File: config.mk
export PLATFORM = sky130hd
export DESIGN_NAME = gmps_dp
export DESIGN_NICKNAME = d
export VERILOG_FILES = /design/src/rtl/gmps_pkg.sv /design/src/rtl/gmps_dp.sv
export SDC_FILE = /design/constraint.sdc
export NUM_CORES = 1
export LEC_CHECK = 0
export BUFFER_PORTS_ARGS = -buffer_cell sky130_fd_sc_hd__buf_2
export CORE_ASPECT_RATIO = 1.2
export CORE_MARGIN = 4
export CORE_UTILIZATION = 48
export CTS_CLUSTER_DIAMETER = 150
export DETAILED_ROUTE_END_ITERATION = 10
export GPL_TIMING_DRIVEN = 0
export PLACE_DENSITY = 0.77
export SLEW_MARGIN = 15
export SYNTH_ARGS = -nofsm -noshare
export SYNTH_HDL_FRONTEND = slang
export SYNTH_SLANG_ARGS = --single-unit
File: constraint.sdc
create_clock -name clk -period 9.55 [get_ports clk]
set_input_delay 2.3875 -clock clk [delete_from_list [all_inputs] [get_ports clk]]
set_output_delay 2.3875 -clock clk [all_outputs]
set_load 0.01 [all_outputs]
File: src/rtl/gmps_pkg.sv
`timescale 1ns / 1ps
// ----------------------------------------------------------------------------
// gmps_pkg
// shared sizes, codes and the compute stage type for the grid minimum path sum block
// ----------------------------------------------------------------------------
package gmps_pkg;

    localparam int MAX_COLS     = 1024;
    localparam int COL_BITS     = $clog2(MAX_COLS);
    localparam int COST_BITS    = 16;
    localparam int SUM_BITS     = 32;
    localparam int OUT_BITS     = 32;
    localparam int ROW_BITS     = 16;
    localparam int GCOL_BITS    = 11;
    localparam int CFG_IDX_BITS = 2;
    localparam int CFG_DAT_BITS = 16;

    localparam logic [CFG_IDX_BITS-1:0] CFG_GRID_ROWS = 2'd0;
    localparam logic [CFG_IDX_BITS-1:0] CFG_GRID_COLS = 2'd1;

    localparam logic [SUM_BITS-1:0] SUM_LIMIT = {SUM_BITS{1'b1}};

    // item in the compute stage
    typedef struct packed {
        logic [COL_BITS-1:0]  col;
        logic [COST_BITS-1:0] cost;
        logic                 first_row;
        logic                 first_col;
        logic                 end_row;
        logic                 last;
    } s1_info_t;

endpackage

File: src/rtl/gmps_dp.sv
`timescale 1ns / 1ps
// ----------------------------------------------------------------------------
// gmps_dp
// compute stage: best sum, row store write back, forwarding and result register
// ----------------------------------------------------------------------------
module gmps_dp (
    input  logic                           clk,
    input  logic                           rst_n,
    input  logic                           restart,
    input  logic                           accept,
    input  logic [gmps_pkg::COL_BITS-1:0]  rd_col,
    input  logic                           s1_valid,
    input  gmps_pkg::s1_info_t             s1_info,
    input  logic [gmps_pkg::SUM_BITS-1:0]  up_rdata,
    output logic                           s1_hold,
    output logic                           s1_fire,
    output logic [gmps_pkg::SUM_BITS-1:0]  wr_sum,
    input  logic                           result_stall,
    output logic                           result_valid,
    output logic [gmps_pkg::OUT_BITS-1:0]  min_path_sum,
    output logic                           saturated
);
    import gmps_pkg::*;

    logic                 left_valid_reg;
    logic [SUM_BITS-1:0]  left_sum_reg;
    logic                 sat_seen_reg;
    logic                 fwd_reg;
    logic [SUM_BITS-1:0]  fwd_data_reg;
    logic                 result_valid_reg;
    logic [OUT_BITS-1:0]  min_path_sum_reg;
    logic                 saturated_reg;

    logic [SUM_BITS-1:0]  up;
    logic [SUM_BITS-1:0]  base;
    logic [SUM_BITS:0]    sum_wide;
    logic [SUM_BITS-1:0]  sum;
    logic                 hit_limit;

    assign s1_hold = s1_valid && s1_info.last && result_valid_reg && result_stall;
    assign s1_fire = s1_valid && !s1_hold;

    always_comb
    begin
        up = fwd_reg ? fwd_data_reg : up_rdata;
        if (s1_info.first_row && s1_info.first_col)
        begin
            base = '0;
        end
        else if (s1_info.first_row)
        begin
            base = left_sum_reg;
        end
        else if (s1_info.first_col)
        begin
            base = up;
        end
        else
        begin
            base = (up < left_sum_reg) ? up : left_sum_reg;
        end
        sum_wide  = {1'b0, base} + (SUM_BITS+1)'(s1_info.cost);
        sum       = sum_wide[SUM_BITS] ? SUM_LIMIT : sum_wide[SUM_BITS-1:0];
        hit_limit = (sum == SUM_LIMIT);
    end

    assign wr_sum = sum;

    always_ff @(posedge clk or negedge rst_n)
    begin
        if (!rst_n)
        begin
            left_valid_reg   <= 1'b0;
            sat_seen_reg     <= 1'b0;
            fwd_reg          <= 1'b0;
            result_valid_reg <= 1'b0;
        end
        else
        begin
            if (restart)
            begin
                left_valid_reg <= 1'b0;
                sat_seen_reg   <= 1'b0;
            end
            else if (s1_fire)
            begin
                left_valid_reg <= !s1_info.end_row;
                sat_seen_reg   <= (sat_seen_reg || hit_limit) && !s1_info.last;
            end

            // same entry read while it is being written: take the new sum next cycle
            if (accept)
            begin
                fwd_reg <= s1_fire && (s1_info.col == rd_col);
            end
            else if (s1_fire)
            begin
                fwd_reg <= 1'b0;
            end

            if (s1_fire && s1_info.last)
            begin
                result_valid_reg <= 1'b1;
            end
            else if (!result_stall)
            begin
                result_valid_reg <= 1'b0;
            end
        end
    end

    always_ff @(posedge clk)
    begin
        if (s1_fire)
        begin
            left_sum_reg <= sum;
            fwd_data_reg <= sum;
        end
        if (s1_fire && s1_info.last)
        begin
            min_path_sum_reg <= OUT_BITS'(sum);
            saturated_reg    <= sat_seen_reg || hit_limit;
        end
    end

    assign result_valid = result_valid_reg;
    assign min_path_sum = min_path_sum_reg;
    assign saturated    = saturated_reg;

    a_last_gives_result: assert property (@(posedge clk) disable iff (!rst_n)
        (s1_fire && s1_info.last) |=> result_valid_reg)
        else $error("last cell did not load the result register");

    a_fwd_needs_item: assert property (@(posedge clk) disable iff (!rst_n)
        fwd_reg |-> s1_valid)
        else $error("forward flag set with no item in the compute stage");

    a_hold_keeps_item: assert property (@(posedge clk) disable iff (!rst_n)
        s1_hold |=> s1_valid && $stable(s1_info))
        else $error("held item left the compute stage");

    a_left_only_midrow: assert property (@(posedge clk) disable iff (!rst_n)
        (s1_valid && s1_info.first_col) |-> !left_valid_reg)
        else $error("left sum carried into a new row");

endmodule

==> impl_metrics.yaml <==
status:
  status: "complete, but fails checks"
  violations: "setup timing"
grt:
  grt_pass1_vias: 4930
  antenna_found_initial: 0
  grt_pass1_wl_mm: 23.5
  grt.total_usage_pct: 24.4
  grt_max_degree: 34
  grt_overflow: 0
setup_path:
  required_ns: 7.16
  startpoint_type: "input pin"
  cp-endpoint: "wr_sum[31]"
  crit_family: "compound AO/OA/AOI/OAI gates"
  crit_top_cell: "o21ai_2"
  crit_path_top_delay_cell: "nor4_4"
  r2r-start: "fwd_reg$_DFFE_PN0P_"
  arrival_ns: 7.44
  ff2ff_path_depth: 30
  worst-path-stages: 24
  cpPeakStageDelay_ns: 0.42
  crit_chain: "buf_6, mux2_4, ha_4, nand4_1, nor4_4, nand4_1, a31oi_4, o31ai_4, buf_12, buf_4, a21oi_2, nor2_1, ha_1, buf_4, o21ai_1, o21bai_1, o21ai_2, o21ai_2, a41oi_2, o21bai_2, nand3b_1, o31a_1, o21ai_2, buf_2"
  ff2ff_setup_slack_ns: 1.20
  crit_fanout: 10
  crit_type: "input pin to output pin"
  rr_endpoint: "sat_seen_reg$_DFFE_PN0P_"
  startpoint: "up_rdata[27]"
  critPathBufInv: 5
  endpoint_kind: "output pin"
clock_network:
  cts_htree_levels: 3
  clockBufferDepth: 2
  hold_buffers: 0
  root_buffer: "clkbuf_16"
  insertion_delay_ns: 0.35
  clock-sinks: 68
  tritoncts: "built"
  numCtsBuffers: 9
  clkTransAtPathRegs_ns: 0.06
drt:
  drt-wirelength-per-cell_um: 20.3
  drt.antenna.violating_nets: 0
  vias: 5065
  drc_errors: 0
  firstDrtPassIters: 6
  vias_per_cell: 5.97
  drt_iter0_markers: 300
  wirelength_mm: 17.2
yosys:
  netlist_top_cells_count: "edfxtp_1, nand2_1, ha_1, nor2_1, a21oi_1"
  yosys_warnings: 0
  synthTopCellsByArea: "edfxtp_1, ha_1, mux2_2"
  synthArstFlopShare_pct: 4.41
  syn-instance-count: 518
  synth_top_cell_area_share_pct: 37.5
  synth-main-ff-cell: "edfxtp_1"
  syn_nets: 644
  netlist-cell-type-count: 66
  synth.cell_area_um2: 5210
  synth-edff-count: 65
  avgSynthCellArea_um2: 10.1
  synth_seq_cells: 68
  synth_most_common_cell: "edfxtp_1"
  synth_top_cell_by_area: "edfxtp_1"
  yosysSeqAreaShare_pct: 38.9
layout:
  nNetsFinal: 841
  num_antenna_cells: 0
  area_delta_synth_final_pct: 43.1
  drive_above_1_share_pct: 46.8
  stdcell_count: 849
  fill_cells: 711
die:
  io_pins: 146
  dieArea_um2: 12600
  die_w_um: 103
  coreArea_um2: 10600
  dieHeight_um: 122
  rows: 41
  start_util_pct: 49.3
power:
  p_leak_nw: 3.26
  finalPower_mw: 1.43
  power.switching_uw: 516
  powerDensity_nw_per_um2: 192
  pwr-share-comb_pct: 45.1
  sw_frac_of_total_pct: 36.1
  seqPwrFrac_pct: 29.3
  power.internal_uw: 913
  peakVddDrop_mv: 0.100
  power.share.clock_pct: 25.6
placement:
  dp_hpwl_mm: 11.3
  port_buffers: 144
  dp_slack_ns: -1.54
  gp_congestion: 0.870
  dp_cells: 792
timing:
  period_minus_slack_ns: 9.82
  slew_headroom_pct: 44.9
  fin_ws_ns: -0.273
  final-max-slew-violation-count: 0
  rsz0062_at_grt: "true"
  period_share_pct: 103
  fmax_ghz: 0.102
  clock_skew_ns: 0.0122
  worst_pin_slew_ns: 0.825
  setup_violations: 16
  hold_viol_final: 0
  setup_tns_ns: -1.63
job:
  max-cap-violations: 0
hold_path:
  hold_path.class: "register to register"
[routing by layer]
metal  global-route usage (%)  vias up  wire [µm]
li1                         -     2304          -
met2                     44.4      285       9090
met5                        0        -          0
met4                     9.88        0        609
met3                     5.15       55       1290
met1                     27.0     2421       6240
[layout make-up]
class | instances | area (µm²) | area share (%)
multi-input combinational | 396 | 3460 | 46.4
sequential | 68 | 2030 | 27.2
timing repair buffer | 188 | 1240 | 16.6
clock buffer | 10 | 229 | 3.07
tap | 129 | 161 | 2.17
inverter | 39 | 146 | 1.97
buffer | 13 | 100 | 1.34
clock inverter | 6 | 88.8 | 1.19
[power groups by stage]
| stage | Sequential (mW) | Combinational [mW] | Clock (mW) |
|---|---|---|---|
| floorplan | 0.423 | 0.306 | 0 |
| global placement | 0.419 | 0.450 | 0 |
| detailed placement | 0.421 | 0.468 | 0 |
| CTS | 0.416 | 0.511 | 0.365 |
| global route | 0.421 | 0.688 | 0.379 |
| finish | 0.418 | 0.645 | 0.366 |
[cell families (layout without fill, tap and decap cells)]
kind of cell               count (synthesis)  count (layout)  share of synthesized area [%]
AOI/OAI and AO/OA                        119             119                           15.7
xor gates and xnor gates                  31              31                           5.22
and+or+nand+nor                          159             159                           15.7
DFF                                       68              68                           38.9
buffers and inverters                     54             256                           4.25
adders and majority gates                 48              48                           11.7
muxes                                     39              39                           8.48
[what timing repair did]
item / CTS / global route
resized for setup: 38 / 94
setup buffers: 13 / 30
pin swaps: 15 / 37
gates cloned: 0 / 1
setup endpoints to repair: 32 / 32
[cell usage in the layout (no fill, tap or decap), drive strengths merged, types with 4 or more instances in the layout]
| cell | count |
|---|---|
| a21o | 6 |
| a21oi | 44 |
| a22o | 11 |
| a22oi | 6 |
| and2 | 4 |
| buf | 196 |
| clkbuf | 15 |
| edfxtp | 65 |
| ha | 47 |
| inv | 39 |
| mux2 | 35 |
| mux2i | 4 |
| nand2 | 51 |
| nand2b | 8 |
| nand3 | 6 |
| nand4 | 14 |
| nor2 | 49 |
| nor3 | 8 |
| nor4 | 4 |
| o21ai | 24 |
| xnor2 | 22 |
| xor2 | 9 |
[worst min path at each step]
stage	cells past startpoint	from	slack [ns]	end
detailed placement	2	sat_seen_reg$_DFFE_PN0P_	0.53	sat_seen_reg$_DFFE_PN0P_
floorplan	2	sat_seen_reg$_DFFE_PN0P_	0.50	sat_seen_reg$_DFFE_PN0P_
global placement	2	result_valid$_DFFE_PN0P_	0.51	result_valid$_DFFE_PN0P_
global route	1	sat_seen_reg$_DFFE_PN0P_	0.56	saturated$_DFFE_PP_
finish	2	sat_seen_reg$_DFFE_PN0P_	0.54	sat_seen_reg$_DFFE_PN0P_
CTS	2	sat_seen_reg$_DFFE_PN0P_	0.54	sat_seen_reg$_DFFE_PN0P_
[tightest hold or removal path, delay by kind of cell, from the launching register on]
kind	cells	cell delay, ns
AOI/OAI and AO/OA	1	0.05
DFF	1	0.34
and+or+nand+nor	1	0.10
[stage by stage]
stage                     area [µm²]  utilization [%]  hold WS (ns)
after floorplan                 5230                -         0.498
after global placement          6110             57.9         0.505
after detailed placement        6150             58.2         0.530
after CTS                       6720             63.6         0.540
after global routing            7450             70.5         0.563
final                           7450             70.5         0.540
No activity file was read; power rests on OpenSTA's default activity.
