### config.mk
export PLATFORM = sky130hd
export DESIGN_NAME = gmps_ctrl
export DESIGN_NICKNAME = d
export VERILOG_FILES = /design/src/rtl/gmps_pkg.sv /design/src/rtl/gmps_ctrl.sv
export SDC_FILE = /design/constraint.sdc
export NUM_CORES = 1
export LEC_CHECK = 0
export BUFFER_PORTS_ARGS = -buffer_cell sky130_fd_sc_hd__clkbuf_2
export CAP_MARGIN = 10
export CORE_MARGIN = 5
export CORE_UTILIZATION = 51
export CTS_CLUSTER_DIAMETER = 120
export DETAILED_ROUTE_END_ITERATION = 6
export PLACE_DENSITY_LB_ADDON = 0.2
export SLEW_MARGIN = 15
export SYNTH_ARGS = -nofsm -noshare
export SYNTH_HDL_FRONTEND = slang
export SYNTH_SLANG_ARGS = --single-unit
### constraint.sdc
create_clock -name clk -period 2.5 [get_ports clk]
set_input_delay 0.25 -clock clk [delete_from_list [all_inputs] [get_ports clk]]
set_output_delay 0.25 -clock clk [all_outputs]
set_load 0.1 [all_outputs]
### src/rtl/gmps_pkg.sv
`timescale 1ns / 1ps
// ----------------------------------------------------------------------------
// gmps_pkg
// shared sizes, codes and the compute stage type for the grid minimum path sum block
// ----------------------------------------------------------------------------
package gmps_pkg;

    localparam int MAX_COLS     = 1024;
    localparam int COL_BITS     = $clog2(MAX_COLS);
    localparam int COST_BITS    = 16;
    localparam int SUM_BITS     = 32;
    localparam int OUT_BITS     = 32;
    localparam int ROW_BITS     = 16;
    localparam int GCOL_BITS    = 11;
    localparam int CFG_IDX_BITS = 2;
    localparam int CFG_DAT_BITS = 16;

    localparam logic [CFG_IDX_BITS-1:0] CFG_GRID_ROWS = 2'd0;
    localparam logic [CFG_IDX_BITS-1:0] CFG_GRID_COLS = 2'd1;

    localparam logic [SUM_BITS-1:0] SUM_LIMIT = {SUM_BITS{1'b1}};

    // item in the compute stage
    typedef struct packed {
        logic [COL_BITS-1:0]  col;
        logic [COST_BITS-1:0] cost;
        logic                 first_row;
        logic                 first_col;
        logic                 end_row;
        logic                 last;
    } s1_info_t;

endpackage

### src/rtl/gmps_ctrl.sv
`timescale 1ns / 1ps
// ----------------------------------------------------------------------------
// gmps_ctrl
// configuration registers, grid position counters and the compute stage slot
// ----------------------------------------------------------------------------
module gmps_ctrl (
    input  logic                             clk,
    input  logic                             rst_n,
    input  logic                             cfg_write,
    input  logic [gmps_pkg::CFG_IDX_BITS-1:0] cfg_index,
    input  logic [gmps_pkg::CFG_DAT_BITS-1:0] cfg_data,
    input  logic                             accept,
    input  logic [gmps_pkg::COST_BITS-1:0]   cell_cost,
    input  logic                             s1_fire,
    output logic                             restart,
    output logic [gmps_pkg::COL_BITS-1:0]    rd_col,
    output logic                             s1_valid,
    output gmps_pkg::s1_info_t               s1_info
);
    import gmps_pkg::*;

    logic [ROW_BITS-1:0]  grid_rows_reg;
    logic [GCOL_BITS-1:0] grid_cols_reg;
    logic [COL_BITS-1:0]  col_reg;
    logic [ROW_BITS-1:0]  row_reg;
    logic                 s1_valid_reg;
    s1_info_t             s1_info_reg;

    logic [ROW_BITS-1:0]  rows_eff;
    logic [GCOL_BITS-1:0] cols_eff;
    logic                 end_row;
    logic                 last_row;

    always_comb
    begin
        rows_eff = (grid_rows_reg == '0) ? ROW_BITS'(1) : grid_rows_reg;
        if (grid_cols_reg == '0)
        begin
            cols_eff = GCOL_BITS'(1);
        end
        else if (32'(grid_cols_reg) > 32'(MAX_COLS))
        begin
            cols_eff = GCOL_BITS'(MAX_COLS);
        end
        else
        begin
            cols_eff = grid_cols_reg;
        end
        end_row  = (32'(col_reg) + 32'd1) == 32'(cols_eff);
        last_row = (32'(row_reg) + 32'd1) == 32'(rows_eff);
    end

    assign restart = cfg_write && (cfg_index == CFG_GRID_ROWS || cfg_index == CFG_GRID_COLS);
    assign rd_col  = col_reg;

    always_ff @(posedge clk or negedge rst_n)
    begin
        if (!rst_n)
        begin
            grid_rows_reg <= ROW_BITS'(1);
            grid_cols_reg <= GCOL_BITS'(1);
            col_reg       <= '0;
            row_reg       <= '0;
            s1_valid_reg  <= 1'b0;
        end
        else
        begin
            if (accept)
            begin
                s1_valid_reg <= 1'b1;
            end
            else if (s1_fire)
            begin
                s1_valid_reg <= 1'b0;
            end

            if (restart)
            begin
                col_reg <= '0;
                row_reg <= '0;
                if (cfg_index == CFG_GRID_ROWS)
                begin
                    grid_rows_reg <= cfg_data[ROW_BITS-1:0];
                end
                else
                begin
                    grid_cols_reg <= cfg_data[GCOL_BITS-1:0];
                end
            end
            else if (accept)
            begin
                if (end_row)
                begin
                    col_reg <= '0;
                    row_reg <= last_row ? '0 : row_reg + ROW_BITS'(1);
                end
                else
                begin
                    col_reg <= col_reg + COL_BITS'(1);
                end
            end
        end
    end

    // payload of the compute stage
    always_ff @(posedge clk)
    begin
        if (accept)
        begin
            s1_info_reg.col       <= col_reg;
            s1_info_reg.cost      <= cell_cost;
            s1_info_reg.first_row <= (row_reg == '0);
            s1_info_reg.first_col <= (col_reg == '0);
            s1_info_reg.end_row   <= end_row;
            s1_info_reg.last      <= end_row && last_row;
        end
    end

    assign s1_valid = s1_valid_reg;
    assign s1_info  = s1_info_reg;

endmodule

==> impl_metrics.toml, run 1 <==
[status]
status = "complete, but fails checks"
violations = "negative setup slack"

[sta]
worst_slack_ns = -0.195
finalHoldViolCount = 0
clock_skew_ns = 0.0139
layout_min_cycle_time_ns = 2.69
worst_pin_slew_ns = 0.715
relSlewSlack_pct = 52.4
timing.fmax_mhz = 371
finalMaxSlewViolations = 0
post-route-period-util_pct = 108
setup_violations = 25
rsz0062_at_grt = "true"

[setup_path]
cp.required_ns = 2.74
reg2reg_depth = 9
r2r-start = "rd_col[0]"
startpoint_type = "flop"
crit_family = "simple AND/OR/NAND/NOR gates"
timing.critical_path.arrival_ns = 2.93
worstPathMaxFanout = 6
worst_path_largest_cell_delay_ns = 0.50
worst-path-buf-inv = 0
cp_slowest_cell = "dfrtp_4"
crit_chain = "ha_4, and3_4, xnor3_1, or4b_1, nand3_1, and4b_2, a31oi_4, nand2b_4, o41ai_2"
rrSetupSlack_ns = -0.19
r2r_end = "row_reg[12]"
path_class = "flop to flop"
crit_path_end_kind = "flop"

[global_route]
gr-total-overflow = 0
grt_pass1_wl_um = 20600
grt_pass1_vias = 3912
grt_use_met2_pct = 35.0
grt_max_degree = 55
use_met1_pct = 33.7
grt_busiest_layer = "met2"
track_usage_pct = 23.2
antenna_found_initial = 0
use_met3_pct = 4.73

[place]
port-buffer-count = 80
gp_congestion = 0.930
dp_slack_ns = -0.357
hpwl_um = 9000
placedCellCount = 642

[floorplan]
start_util_pct = 52.0
chipWidth_um = 104
core_mm2 = 0.00864
io_pins = 81
rows = 34
die_y_um = 104
die_area_mm2 = 0.0108

[layout]
drive_above_1_share_pct = 47.5
largest_reg_flops = 30
num-fill-cells = 634
nets = 607
n_antenna_cell = 0
multi_input_area_mm2 = 0.00234
area_delta_synth_final_pct = 35.5
seq_area_mm2 = 0.00228
fin_cells = 677

[synth]
synth_area_mm2 = 0.00449
synthCells = 413
syn-num-nets = 456
synthFlopType = "dfrtp_1"
synth_edf_count = 30
syn_area_per_cell_um2 = 10.9
yosys_warnings = 0
yosysUniqueCellTypes = 67
ys_seq_area_share_pct = 50.2
async_flop_share_pct = 64.3
ys_ff_latch = 84

[clock_tree]
root_buffer = "clkbuf_8"
cts.reportedPaths.clkPinSlew_ns = 0.09
clockBufferDepth = 2
cts-buffers-inserted = 9
htreeDepth = 3
insertion_delay_ns = 0.35
cts_tree = "yes"
clkSinkCount = 84

[run]
cap_violations = 0

[pwr]
leakage_nw = 2.51
power_mw = 4.24
irDropWorstVdd_uv = 431
power.density_mw_per_mm2 = 697

[drt]
wl_per_cell_um = 18.9
viasPerCell = 5.94
num_vias = 4021
drtPass1Iterations = 4
antenna_left = 0
drt_iter0_markers = 282
drc_errors = 0
drt-total-wl_um = 12800

[worst_hold_path]
min_path_type = "input port to asynchronous set/reset pin"
[worst max path at each step]
stage / to / start / slack (ns) / depth (start not counted)
2_1_floorplan: row_reg[4] / rd_col[1] / -0.25 / 10
3_3_place_gp: row_reg[10] / row_reg[2] / -0.22 / 8
3_5_place_dp: row_reg[10] / row_reg[2] / -0.36 / 8
4_1_cts: row_reg[8] / rd_col[0] / -0.09 / 10
5_1_grt: row_reg[8] / rd_col[0] / -0.31 / 10
6_report: row_reg[12] / rd_col[0] / -0.19 / 9
[cell usage in the layout, fill, tap and decap left out, types with 4 or more instances in the layout]
cell type	instances
a21oi_1	14
and3_4	4
dfrtp_4	6
nor2_4	6
edfxtp_1	30
nand2_1	14
buf_4	70
o21ai_0	5
o22ai_1	8
nor3_1	7
clkbuf_2	80
inv_1	20
mux2_2	27
or3_1	5
o211ai_1	4
nand3_1	17
nor4_1	11
xnor2_1	19
nand2b_1	6
dfrtp_1	43
o21ai_1	6
clkbuf_8	9
nand4_1	9
nor2_1	25
xor2_1	10
buf_6	10
[worst register-to-register path, delay by kind of cell, from the launching register on]
kind / cells / cell delay (ns)
simple gates: 5 / 1.30
flops: 1 / 0.50
compound gates: 2 / 0.43
fa+ha+maj: 1 / 0.19
xor+xnor: 1 / 0.17
[layout make-up]
| type | instances | share of cell area (%) |
|---|---|---|
| Clock buffer | 10 | 2.10 |
| Clock inverter | 6 | 1.07 |
| Inverter | 23 | 1.46 |
| Multi-Input combinational cell | 285 | 38.5 |
| Sequential cell | 84 | 37.5 |
| Tap cell | 108 | 2.22 |
| Timing Repair Buffer | 161 | 17.2 |
[repair_timing]
item | CTS | global route
endpoints found under the setup margin | 25 | 28
pin swaps | 11 | 24
gates resized for setup | 21 | 41
cloned | 1 | 1
buffers inserted | 10 | 7
hold buffers | 0 | 0
[cells by family (layout without fill, tap and decap cells)]
| logic type | after synthesis | count (layout) | synth area share (%) |
|---|---|---|---|
| buf+inv | 45 | 200 | 4.54 |
| fa+ha+maj | 5 | 5 | 1.34 |
| xor+xnor | 34 | 34 | 6.94 |
| compound gates | 73 | 73 | 11.2 |
| flops | 84 | 84 | 50.2 |
| mux | 30 | 30 | 7.44 |
| simple gates | 142 | 143 | 18.3 |
[power by group]
| part | total (mW) | switching (mW) | internal (mW) |
|---|---|---|---|
| sequential | 1.81 | 0.199 | 1.61 |
| clock | 0.965 | 0.502 | 0.463 |
| combinational | 1.46 | 0.884 | 0.581 |
[metal layers]
metal / part of all wire (%) / wire length, um / vias to the layer above
met5: 0 / 0 / -
met1: 44 / 5650 / 1963
met2: 46 / 5920 / 196
li1: - / - / 1839
met4: 1.9 / 245 / 0
met3: 7.8 / 1010 / 23
[synthesized netlist by cell type, types with 3 or more instances]
cell type | instances | area share, %
a21oi_1 | 15 | 1.7
nand4_1 | 9 | 1.3
inv_1 | 23 | 1.9
mux2i_1 | 3 | 0.67
mux2_2 | 27 | 6.8
o21ai_0 | 11 | 1.2
a211oi_1 | 4 | 0.67
nand3b_1 | 3 | 0.50
nor4_1 | 13 | 1.8
o211ai_1 | 4 | 0.67
o41ai_1 | 3 | 0.59
nand3_1 | 21 | 2.3
a22oi_1 | 4 | 0.67
nand2b_1 | 6 | 0.84
or3_1 | 7 | 0.98
and3_1 | 6 | 0.84
buf_2 | 10 | 1.1
xnor2_1 | 20 | 3.9
a31oi_1 | 3 | 0.42
edfxtp_1 | 30 | 20
nor2_1 | 31 | 2.6
o22ai_1 | 8 | 1.1
nand2_1 | 15 | 1.3
dfrtp_1 | 52 | 29
a21o_1 | 3 | 0.50
nor3_1 | 7 | 0.78
and4_1 | 4 | 0.78
clkbuf_1 | 8 | 0.67
xor2_1 | 13 | 2.5
ha_1 | 4 | 1.1
[metrics by stage]
stage	area [um^2]	TNS (ns)	hold slack [ns]	utilization, %
4_1_cts	5850	-1.18	0.0472	67.8
3_5_place_dp	5470	-3.63	0.429	63.4
5_1_grt	6080	-6.10	0.0560	70.4
2_1_floorplan	4600	-4.00	-0.0456	-
3_3_place_gp	5470	-2.11	0.421	63.4
6_report	6080	-3.06	0.0173	70.4
No activity file was read; power rests on OpenSTA's default activity.
==> inputs of run 2 (changes only) <==
--- a/config.mk
+++ b/config.mk
@@ -7,6 +7,7 @@
 export LEC_CHECK = 0
 export BUFFER_PORTS_ARGS = -buffer_cell sky130_fd_sc_hd__clkbuf_2
 export CAP_MARGIN = 10
+export CORE_ASPECT_RATIO = 0.9
 export CORE_MARGIN = 5
 export CORE_UTILIZATION = 51
 export CTS_CLUSTER_DIAMETER = 120
==> run 2 against run 1 <==
Sequential cell count is the same. The flow still finishes with violations (negative setup slack). Critical path depth grew 1. Sequential power is essentially flat.
==> impl_metrics.toml, run 2 (synthesis gave the netlist of run 1 again) <==
[layout]
nets = 606
final_cell_mix = "clkbuf_2 (80), buf_4 (68), dfrtp_1 (43), nor2_1 (30), edfxtp_1 (30)"
n_antenna_cell = 0
drive_above_1_share_pct = 47.7
num-fill-cells = 642
final_area_mm2 = 0.00611
area_delta_synth_final_pct = 36.2
largest_reg_flops = 30
layout.cells.most_common = "clkbuf_2"
final_util_pct = 71.3

[clock_tree]
root_buffer = "clkbuf_8"
clockBufferDepth = 2
insertion_delay_ns = 0.37
clkSinkCount = 84
cts_hold_buf = 0
cts_tree = "yes"
cts-buffers-inserted = 9
cts.reportedPaths.clkPinSlew_ns = 0.10
htreeDepth = 3

[place]
port-buffer-count = 80
dp_slack_ns = -0.199
place_area_mm2 = 0.00556
hpwl_um = 9100
gp_congestion = 0.966

[pwr]
pwr-share-seq_pct = 42.2
p_int_mw = 2.66
irDropWorstVdd_uv = 475
netSwitchingFraction_pct = 38.1
p_switching_mw = 1.64
power_frac_clock_pct = 23.9
combPwrFrac_pct = 33.9
leakage_nw = 2.59
power.density_mw_per_mm2 = 704

[drt]
drc_errors = 0
wl_per_cell_um = 18.6
drt_iter0_markers = 372
antenna_left = 0
num_vias = 3990
drtPass1Iterations = 5
drt-total-wl_um = 12800
viasPerCell = 5.81

[setup_path]
cp.required_ns = 2.79
r2r-start = "row_reg[1]"
reg2reg_depth = 10
crit_family = "simple AND/OR/NAND/NOR gates"
startpoint_type = "flop"
r2r_end = "row_reg[0]"
path_class = "flop to flop"
timing.critical_path.arrival_ns = 2.96
crit_path_end_kind = "flop"
cp_slowest_cell = "dfrtp_1"
crit_chain = "buf_6, nand4_4, or3_4, or3_4, and3_4, a211o_1, a21oi_4, nand2b_4, buf_6, mux2i_1"
worst_path_largest_cell_delay_ns = 0.40
worstPathMaxFanout = 8
worst-path-buf-inv = 2
rrSetupSlack_ns = -0.17

[sta]
relSlewSlack_pct = 54.1
finalMaxSlewViolations = 0
worst_pin_slew_ns = 0.688
finalHoldViolCount = 0
layout_min_cycle_time_ns = 2.67
worst_slack_ns = -0.165
hold_ws_ns = 0.00252
finalSetupTns_ns = -2.39
post-route-period-util_pct = 107
timing.fmax_mhz = 375
rsz0062_at_grt = "true"
clock_skew_ns = 0.0120
setup_violations = 25

[floorplan]
rows = 32
die_y_um = 99.0
io_pins = 81
chipWidth_um = 109
start_util_pct = 52.4
die_area_mm2 = 0.0108
core_mm2 = 0.00857

[global_route]
use_met3_pct = 7.14
grt_pass1_vias = 3926
grt_busiest_layer = "met2"
grt_use_met2_pct = 35.9
grt_max_degree = 55
track_usage_pct = 24.3
grt_pass1_wl_um = 20300
use_met1_pct = 35.3
gr-total-overflow = 0
antenna_found_initial = 0

[run]
cap_violations = 0

[status]
status = "complete, but fails checks"
violations = "negative setup slack"

[worst_hold_path]
min_path_type = "input port to asynchronous set/reset pin"
[run 2: cell types whose count changed in the layout (fill, tap and decap cells not counted), moves of 3 or more]
cell	delta
nor2_4	-5
clkinv_4	-3
nor2_1	+5
o22ai_2	+5
o21ai_1	-4
inv_6	+4
o22ai_1	-5
[run 2: layout make-up]
type	count	area, um^2	area share (%)
Multi-Input combinational cell	285	2340	38.2
Sequential cell	84	2280	37.3
Timing Repair Buffer	160	1050	17.3
Tap cell	119	149	2.44
Clock buffer	9	124	2.03
Inverter	23	86.3	1.41
Clock inverter	7	80.1	1.31
[run 2: metal layers]
metal	vias to the layer above	share of wire [%]	wire, um
met5	-	0	0
met4	0	1.8	230
met3	26	8.3	1060
met2	178	45	5750
met1	1951	45	5720
li1	1835	-	-
[run 2: worst reg2reg max path, stage by stage, from the launching register on]
cell and delay, ns:
dfrtp_1 0.40, buf_6 0.13, nand4_4 0.10, or3_4 0.36, or3_4 0.34, and3_4 0.17
a211o_1 0.28, a21oi_4 0.37, nand2b_4 0.15, buf_6 0.14, mux2i_1 0.15
[run 2: timing repair]
| item | CTS | global route |
|---|---|---|
| cloned | 1 | 0 |
| endpoints found under the setup margin | 25 | 28 |
| buffers inserted | 8 | 1 |
| pin swaps | 13 | 10 |
| gates resized for setup | 32 | 26 |
[run 2: through the flow]
step | power [mW] | cells
4_1_cts | 4.20 | 686
6_report | 4.30 | 687
2_1_floorplan | 2.69 | 413
3_5_place_dp | 3.11 | 661
3_3_place_gp | 3.08 | 661
5_1_grt | 4.50 | 687
[run 2: power groups by stage]
stage | clock, mW | sequential (mW) | combinational, mW
global route | 1.11 | 1.84 | 1.55
floorplan | 0 | 2.11 | 0.581
CTS | 1.04 | 1.80 | 1.36
detailed placement | 0 | 1.82 | 1.29
global placement | 0 | 1.81 | 1.27
finish | 1.03 | 1.82 | 1.46
[run 2: worst max-delay path by stage]
stage          slack [ns]        from           to  depth (start not counted)
2_1_floorplan       -0.25   rd_col[1]   row_reg[4]                         10
5_1_grt             -0.25   rd_col[1]   row_reg[0]                         13
6_report            -0.17  row_reg[1]   row_reg[0]                         10
3_5_place_dp        -0.20  row_reg[0]  row_reg[13]                          9
4_1_cts             -0.14  row_reg[1]   row_reg[0]                         10
3_3_place_gp        -0.13  row_reg[0]   row_reg[8]                         12
==> inputs of run 3 (changes only) <==
--- a/config.mk
+++ b/config.mk
@@ -5,6 +5,7 @@
 export SDC_FILE = /design/constraint.sdc
 export NUM_CORES = 1
 export LEC_CHECK = 0
+export ABC_AREA = 1
 export BUFFER_PORTS_ARGS = -buffer_cell sky130_fd_sc_hd__clkbuf_2
 export CAP_MARGIN = 10
 export CORE_ASPECT_RATIO = 0.9
==> run 3 against run 2 <==
The flow now finishes without violations. Total power is essentially flat. Final cell count grew 18%. Sequential cell count did not move. Wire length decreased by 10%. Die area is 1.6% higher. Clock skew is essentially flat. Sequential power about the same. Critical path depth increased by 1. Register-to-register slack better by 0.42 ns. Critical path type unchanged. Critical endpoint is now rd_col[5]. Largest cell class is now registers.
==> impl_metrics.toml, run 3 <==
[floorplan]
io_pins = 81
start_util_pct = 52.8
chipWidth_um = 110
rows = 32
core_mm2 = 0.00865
die_area_mm2 = 0.0109
die_y_um = 99.8

[clock_tree]
cts_tree = "yes"
cts-buffers-inserted = 9
clkSinkCount = 84
cts.reportedPaths.clkPinSlew_ns = 0.09
root_buffer = "clkbuf_8"
cts_hold_buf = 0
htreeDepth = 3
clockBufferDepth = 2
insertion_delay_ns = 0.35

[place]
port-buffer-count = 80
hpwl_um = 8750
dp_slack_ns = 0.206
place_area_mm2 = 0.00514
gp_congestion = 0.967
placedCellCount = 796

[setup_path]
worstPathMaxFanout = 12
startpoint_type = "flop"
crit_chain = "nor2_1, nand3_1, o21ai_4, nand2_1, nand2_1, nand2_1, nand2_1, nor2_1, nand3_2, nand3_1, o21ai_0"
cp_slowest_cell = "dfrtp_1"
cp.required_ns = 2.76
reg2reg_depth = 11
crit_path_end_kind = "flop"
timing.critical_path.arrival_ns = 2.50
path_class = "flop to flop"
cpMostUsedCell = "nand2_1"
worst_path_largest_cell_delay_ns = 0.42

[sta]
post-route-period-util_pct = 89.9
hold_ws_ns = 0.0502
relSlewSlack_pct = 33.4
rsz0062_at_grt = "true"
worst_slack_ns = 0.254
layout_min_cycle_time_ns = 2.25
setup_violations = 0
timing.fmax_mhz = 445
clock_skew_ns = 0.0122
worst_pin_slew_ns = 0.998
finalSetupTns_ns = 0
finalMaxSlewViolations = 0
finalHoldViolCount = 0

[synth]
synth_simple_gate_area_share_pct = 34.9
yosys.area.top_type_share_pct = 28.5
synth_edf_count = 30
synth_most_common_cell = "nand2_1"
async_flop_share_pct = 64.3
synth.top_cells.by_area = "dfrtp_1 (29%), edfxtp_1 (20%), nand2_1 (18%), nand3_1 (6.1%), inv_1 (6.1%)"
yosysUniqueCellTypes = 33
synth_xor_area_share_pct = 1.34
synth_compound_area_share_pct = 5.40
yosys_warnings = 0
synth.largest_area_cell = "dfrtp_1"
synthAdderAreaFrac_pct = 1.10
synthCells = 599
syn_area_per_cell_um2 = 7.62
ys_seq_area_share_pct = 49.4
synth_mux_area_share_pct = 0
synthFlopType = "dfrtp_1"
synth_area_mm2 = 0.00457
yosys-top-cells-count = "nand2_1 (216), inv_1 (74), nor2_1 (59)"
synth_top_family_by_area = "simple AND/OR/NAND/NOR gates"
ys_ff_latch = 84
syn-num-nets = 642

[pwr]
power.density_mw_per_mm2 = 802
leakage_nw = 2.70
irDropWorstVdd_uv = 668
power_mw = 4.30

[layout]
final_util_pct = 62.0
area_delta_synth_final_pct = 17.5
largest_reg_flops = 30
n_antenna_cell = 0
nets = 732
final_area_mm2 = 0.00536
layout.cells.most_common = "nand2_1"
fin_cells = 813
drive_above_1_share_pct = 20.2
final_cell_mix = "nand2_1 (216), clkbuf_2 (80), inv_1 (74), nor2_1 (58), nand3_1 (56)"

[worst_hold_path]
min_path_type = "input port to asynchronous set/reset pin"

[global_route]
grt_max_degree = 39
grt_pass1_vias = 3827
track_usage_pct = 21.7
gr-total-overflow = 0
grt_pass1_wl_um = 18700
antenna_found_initial = 0

[run]
cap_violations = 0

[drt]
drtPass1Iterations = 5
antenna_left = 0
drt_iter0_markers = 286
viasPerCell = 5.12
num_vias = 4165
drc_errors = 0
wl_per_cell_um = 14.1
drt-total-wl_um = 11500

[status]
status = "complete, no violations"
[run 3: what timing repair did]
item / CTS / global route
buffers inserted: 0 / 1
endpoints found under the setup margin: 0 / 16
resized for setup: 0 / 2
[run 3: logic make-up (layout without fill, tap and decap cells)]
group,Yosys count,after routing
AO/OA/AOI/OAI,46,46
XOR/XNOR,7,7
adder cells (fa/ha/maj),4,4
buffers and inverters,89,184
flip-flops,84,84
AND/OR/NAND/NOR,369,369
[run 3: worst paths after layout]
| path | startpoint | endpoint | slack [ns] |
|---|---|---|---|
| min in group clk | cell_cost[3] | s1_info[7] | 0.07 |
| setup / recovery | grid_cols_reg[6] | rd_col[5] | 0.25 |
| hold / removal | rst_n | row_reg[1] | 0.05 |
| max in group asynchronous | rst_n | row_reg[8] | 1.74 |
| hold reg to reg | grid_rows_reg[0] | grid_rows_reg[0] | 0.52 |
| setup reg to reg | grid_cols_reg[6] | rd_col[5] | 0.25 |
[run 3: report_power, final]
part	internal (mW)	switching [mW]	total [mW]	leakage [nW]
Sequential	1.63	0.197	1.83	0.983
Clock	0.386	0.557	0.942	0.0907
Combinational	0.385	1.14	1.53	1.63
Total	2.40	1.90	4.30	2.70
[run 3: area by class of cell]
| class | count | area, um^2 |
|---|---|---|
| multi-input cells | 426 | 1960 |
| well taps | 119 | 149 |
| clock inverters | 7 | 63.8 |
| repair buffers | 92 | 515 |
| flip-flops and latches | 84 | 2260 |
| clock buffers | 9 | 124 |
| inverters | 76 | 285 |
| fillers | 818 | 3290 |
[run 3: metal layers]
metal,vias to the layer above,GRT usage [%],share of wire (%)
li1,2078,-,-
met1,1885,31.9,47
met2,187,33.7,44
met3,15,3.83,8.2
met4,0,4.31,0.99
met5,-,0,0
[run 3: critical path: cells and delay by family (launching register included)]
kind               cells  cell delay (ns)
DFF                    1             0.42
and+or+nand+nor        9             1.12
AOI/OAI and AO/OA      2             0.60
